<file path="config.mk">
export PLATFORM = sky130hd
export DESIGN_NAME = bblur_div
export DESIGN_NICKNAME = d
export VERILOG_FILES = /design/src/hdl/bblur_pkg.sv /design/src/hdl/bblur_div.sv
export SDC_FILE = /design/constraint.sdc
export NUM_CORES = 1
export LEC_CHECK = 0
export BUFFER_PORTS_ARGS = -buffer_cell sky130_fd_sc_hd__buf_2
export CORE_AREA = 2 2 104 106
export CTS_BUF_LIST = sky130_fd_sc_hd__clkbuf_16
export DETAILED_ROUTE_END_ITERATION = 7
export DIE_AREA = 0 0 106 108
export PLACE_DENSITY = 0.81
export SLEW_MARGIN = 25
export SYNTH_ARGS = -nofsm -noshare
export SYNTH_HDL_FRONTEND = slang
export SYNTH_SLANG_ARGS = --single-unit
</file>
<file path="constraint.sdc">
create_clock -name clk_i -period 3.7 [get_ports clk_i]
set_input_delay 0.37 -clock clk_i [delete_from_list [all_inputs] [get_ports clk_i]]
set_output_delay 0.37 -clock clk_i [all_outputs]
set_load 0.01 [all_outputs]
</file>
<file path="src/hdl/bblur_pkg.sv">
`timescale 1ns / 1ps
// ----------------------------------------------------------------------------
// bblur_pkg
// Shared widths, codes and types of the 3x3 edge-clipped box blur.
// ----------------------------------------------------------------------------
package bblur_pkg;

  // line store depth, widest frame supported
  localparam int MAX_WIDTH = 1024;
  localparam int COL_W     = $clog2(MAX_WIDTH);
  localparam int ROW_W     = 13;
  localparam int WREG_W    = 11;
  localparam int HREG_W    = 13;
  localparam int CH_W      = 8;

  // nine 8-bit samples sum to 12 bits; 2*sum+count fits 13 bits
  localparam int SUM_W     = 12;
  localparam int NUM_W     = 13;
  localparam int CNT_W     = 4;
  localparam int DEN_W     = 5;
  localparam int QSTEPS    = 8;
  localparam int STEP_W    = $clog2(QSTEPS);
  localparam int DSH_W     = DEN_W + QSTEPS - 1;

  // APB register window
  localparam int APB_AW    = 3;
  localparam int APB_DW    = 32;
  localparam int REG_SEL_BIT = 2;
  localparam logic REG_IDX_WIDTH  = 1'b0;
  localparam logic REG_IDX_HEIGHT = 1'b1;

  localparam logic [WREG_W-1:0] WIDTH_RST  = WREG_W'(640);
  localparam logic [HREG_W-1:0] HEIGHT_RST = HREG_W'(480);

  // request opcodes
  localparam logic OP_PIXEL = 1'b0;
  localparam logic OP_FLUSH = 1'b1;

  typedef struct packed {
    logic [CH_W-1:0] r;
    logic [CH_W-1:0] g;
    logic [CH_W-1:0] b;
  } rgb_t;

  typedef struct packed {
    logic             start;
    logic [DEN_W-1:0] den;
    logic [NUM_W-1:0] num_r;
    logic [NUM_W-1:0] num_g;
    logic [NUM_W-1:0] num_b;
  } div_req_t;

  typedef struct packed {
    logic            done;
    logic [CH_W-1:0] q_r;
    logic [CH_W-1:0] q_g;
    logic [CH_W-1:0] q_b;
  } div_rsp_t;

endpackage

</file>
<file path="src/hdl/bblur_div.sv">
`timescale 1ns / 1ps
// ----------------------------------------------------------------------------
// bblur_div
// Three-lane restoring divider, one quotient bit per cycle, shared divisor.
// ----------------------------------------------------------------------------
module bblur_div (
  input  logic                clk_i,
  input  logic                rst_ni,
  input  bblur_pkg::div_req_t req_i,
  output bblur_pkg::div_rsp_t rsp_o
);
  import bblur_pkg::*;

  logic                        busy_q;
  logic                        done_q;
  logic [STEP_W-1:0]           step_q;
  logic [DSH_W-1:0]            dsh_q;
  logic [2:0][NUM_W-1:0]       rem_q, rem_d;
  logic [2:0][CH_W-1:0]        quo_q, quo_d;

  // quotient < 256 since num <= 511*count < 256*den, so 8 steps suffice
  always_comb begin
    for (int ch = 0; ch < 3; ch++) begin
      if (rem_q[ch] >= NUM_W'(dsh_q)) begin
        rem_d[ch] = rem_q[ch] - NUM_W'(dsh_q);
        quo_d[ch] = {quo_q[ch][CH_W-2:0], 1'b1};
      end else begin
        rem_d[ch] = rem_q[ch];
        quo_d[ch] = {quo_q[ch][CH_W-2:0], 1'b0};
      end
    end
  end

  always_ff @(posedge clk_i or negedge rst_ni) begin
    if (!rst_ni) begin
      busy_q <= 1'b0;
      done_q <= 1'b0;
      step_q <= '0;
    end else begin
      done_q <= 1'b0;
      if (req_i.start) begin
        busy_q <= 1'b1;
        step_q <= STEP_W'(QSTEPS - 1);
      end else if (busy_q) begin
        if (step_q == '0) begin
          busy_q <= 1'b0;
          done_q <= 1'b1;
        end else begin
          step_q <= step_q - 1'b1;
        end
      end
    end
  end

  always_ff @(posedge clk_i) begin
    if (req_i.start) begin
      rem_q[0] <= req_i.num_r;
      rem_q[1] <= req_i.num_g;
      rem_q[2] <= req_i.num_b;
      dsh_q    <= {req_i.den, {(QSTEPS-1){1'b0}}};
      quo_q    <= '0;
    end else if (busy_q) begin
      rem_q <= rem_d;
      quo_q <= quo_d;
      dsh_q <= dsh_q >> 1;
    end
  end

  assign rsp_o.done = done_q;
  assign rsp_o.q_r  = quo_q[0];
  assign rsp_o.q_g  = quo_q[1];
  assign rsp_o.q_b  = quo_q[2];

endmodule

</file>
==> flow_metrics.py <==
metrics = {
    "critical_path": {
        "worstPathMaxFanout": 13,
        "crit_type": "reg2reg",
        "r2r_end": "rem_q[27]",
        "cp-end-kind": "register",
        "ff2ff_path_depth": 8,
        "cpPeakStageDelay_ps": 510,
        "cpMostUsedCell": "a31oi_1",
        "critPathBufInv": 1,
        "r2r-start": "dsh_q[1]",
        "start_kind": "register",
        "crit_slowest_cell": "a21o_1",
        "crit_chain": "inv_1 > ha_1 > nor2b_1 > o31ai_2 > a31oi_1 > a31oi_1 > o21ai_1 > a21o_1",
        "arrival_ps": 2800,
        "critPathTopFamily": "compound AO/OA/AOI/OAI gates",
        "rrSetupSlack_ps": 880,
        "critical_path_required_ps": 3680,
    },
    "yosys": {
        "async_reset_ff_share_pct": 6.25,
        "synth_ff_type": "edfxtp_1",
        "synth_nets": 615,
        "synth-seq-cells": 80,
        "synth_area_leader_cell": "edfxtp_1",
        "synth_area_um2": 5030,
        "synth_warnings": 0,
        "synth_top_cell_area_share_pct": 26.3,
        "syn_avg_cell_area_um2": 9.54,
        "yosysUniqueCellTypes": 59,
        "synthTopCellsByArea": "edfxtp_1, dfxtp_1, ha_1",
        "synth-edff-count": 44,
        "postSynthCellCount": 527,
        "ys_seq_area_share_pct": 41.1,
    },
    "timing": {
        "finClkSkew_ps": 9.76,
        "slew_headroom_pct": 54.5,
        "final.setup.tns_ps": 0,
        "clock.fmax_mhz": 355,
        "hold_violations": 0,
        "period_share_pct": 76.2,
        "fin_crit_ps": 2820,
        "worst_pin_slew_ps": 683,
        "drv_slew": 0,
        "setup_violations": 0,
        "rsz0062_at_grt": "false",
    },
    "clocking": {
        "cts_resized": 0,
        "cts_root_buf": "clkbuf_16",
        "clock_latency_ps": 350,
        "numCtsBuffers": 9,
        "cts.clk_slew.worst_paths_ps": 70,
        "cts_tree": "built",
        "htreeDepth": 3,
        "cts_setup_buffers": 0,
        "clockBufferDepth": 2,
        "postCtsHoldBufs": 1,
        "clock_sinks": 80,
    },
    "route": {
        "routed-wl-met2_um": 5410,
        "wl_met1_um": 5220,
        "wl_met3_um": 638,
        "drtIter0Drc": 282,
        "drc": 0,
        "drtAntennaViolNets": 0,
        "wirelength_um": 11400,
        "viasPerCell": 5.61,
        "dr.pass1.iters": 5,
        "vias": 4025,
        "maxUsedRoutingLayer": "met4",
        "wl_per_cell_um": 15.9,
    },
    "hold_path": {
        "hold_depth": 2,
        "hp-class": "in2reg",
        "hold_path.startpoint": "req_i[30]",
        "hold_end": "rem_q[4]",
    },
    "die": {
        "die_w_um": 106,
        "coreArea_um2": 10200,
        "start_util_pct": 49.1,
        "io_pins": 72,
        "dieHeight_um": 108,
        "die-area_um2": 11400,
        "rows": 37,
    },
    "global_routing": {
        "grt_pass1_vias": 3828,
        "grtUsageTotal_pct": 20.7,
        "grt-ovfl-total": 0,
        "antenna_found_initial": 0,
        "grt_pass1_wl_um": 18600,
        "grt_max_degree": 75,
    },
    "placement": {
        "place.gp.congestion": 0.897,
        "hpwlAfterDp_um": 8320,
        "placed_area_um2": 5360,
        "io_buffers": 71,
    },
    "layout": {
        "final_area_um2": 5670,
        "nFillCells": 876,
        "layout-drive-gt1-share_pct": 18.1,
        "final_util_pct": 55.4,
        "area_delta_synth_final_pct": 12.7,
        "finalNetCount": 664,
        "n_antenna_cell": 0,
    },
    "pwr": {
        "p_leak_nw": 2.61,
        "vdd_drop_max_mv": 0.290,
        "power.density_nw_per_um2": 772,
    },
    "job": {
        "drv_cap": 0,
    },
    "run_status": {
        "status": "finished clean",
    },
}
[worst reg2reg max path, cell delays in order (launching register included)]
cell	delay (ps)
dfxtp_1	450
inv_1	160
ha_1	340
nor2b_1	210
o31ai_2	110
a31oi_1	320
a31oi_1	170
o21ai_1	190
a21o_1	510
[worst max-delay path by stage]
stage / start / end / depth (start not counted)
CTS: dsh_q[1] / rem_q[27] / 8
finish: dsh_q[1] / rem_q[27] / 8
detailed placement: dsh_q[1] / rem_q[27] / 8
global route: dsh_q[1] / rem_q[27] / 8
floorplan: dsh_q[1] / rem_q[0] / 8
global placement: dsh_q[1] / rem_q[27] / 8
[registers in the layout, indices dropped and copies added, names as in the netlist]
| register | cells |
|---|---|
| rem_q | 39 |
| rsp_o | 24 |
| dsh_q | 12 |
| step_q | 3 |
| busy_q | 1 |
| done_q | 1 |
[layout by cell type (no fill, tap or decap), types with 5 or more instances in the layout]
| cell | n |
|---|---|
| xor2_1 | 11 |
| o21ai_0 | 39 |
| a31oi_1 | 5 |
| clkbuf_16 | 10 |
| a21oi_1 | 26 |
| nor3_1 | 10 |
| inv_1 | 31 |
| buf_2 | 71 |
| dfxtp_1 | 31 |
| nand2b_1 | 6 |
| edfxtp_1 | 44 |
| nand2_1 | 46 |
| ha_1 | 38 |
| buf_4 | 5 |
| a21o_1 | 6 |
| mux2i_1 | 29 |
| o31ai_1 | 8 |
| xnor2_1 | 11 |
| o21a_1 | 15 |
| a22o_1 | 5 |
| nor2_1 | 58 |
[report_power, final]
group,leakage (nW),internal [mW],switching [mW]
logic,1.70,0.885,1.20
registers,0.772,1.28,0.124
clock network,0.146,0.501,0.383
total,2.61,2.66,1.71
[cells by family after synthesis]
logic type	after synthesis	synth area share (%)
flip-flops	80	41.1
AO/OA/AOI/OAI	138	18.3
AND/OR/NAND/NOR	142	12.3
multiplexers	33	6.75
XOR/XNOR	22	3.83
buffers and inverters	71	7.02
adder cells (fa/ha/maj)	41	10.7
[per-stage QoR]
| step | hold WS [ps] | total power, mW | cells | worst slack (ps) |
|---|---|---|---|---|
| after global placement | 186 | 3.36 | 700 | 1030 |
| after global routing | 297 | 4.67 | 717 | 654 |
| after CTS | 291 | 4.35 | 717 | 877 |
| after floorplan | 74.4 | 3.02 | 527 | 771 |
| final | 295 | 4.38 | 717 | 880 |
| after detailed placement | 189 | 3.45 | 700 | 894 |
[layer usage]
layer / up-vias / GRT usage [%]
met5: - / 0
met4: 0 / 6.77
met3: 15 / 4.82
met2: 119 / 33.9
met1: 1910 / 27.4
li1: 1981 / -
[cells in the mapped netlist (2+ instances only)]
cell type and count:
xnor2_1 11, nand2b_1 6, o31ai_2 2, or4_1 2, nand4_1 4, a211oi_1 4
buf_4 22, a21o_1 6, o21ai_0 39, o21ai_1 3, o21a_1 15, fa_1 3
a31oi_1 5, xor2_1 11, o31ai_1 8, nor3_1 10, and2_1 2, nor2b_1 4
nand2_1 46, ha_1 38, a21boi_0 3, clkbuf_1 10, mux2i_1 29, edfxtp_1 44
buf_2 3, nor4_1 2, dfxtp_1 31, buf_1 4, o211ai_1 3, a21oi_2 2
or3_1 3, mux2_2 3, inv_1 31, nor2_1 58, dfrtp_1 5, a22o_1 5
a21oi_1 26, a311oi_1 3
[area by class of cell]
type                       count  area, um^2  area share (%)
timing repair buffer          77         403            7.11
sequential                    80        2070            36.5
tap                          136         170            3.00
multi-input combinational    376        2610            46.0
clock buffer                  10         250            4.42
inverter                      32         120            2.12
clock inverter                 6        47.5           0.839
No activity file was read; power rests on OpenSTA's default activity.
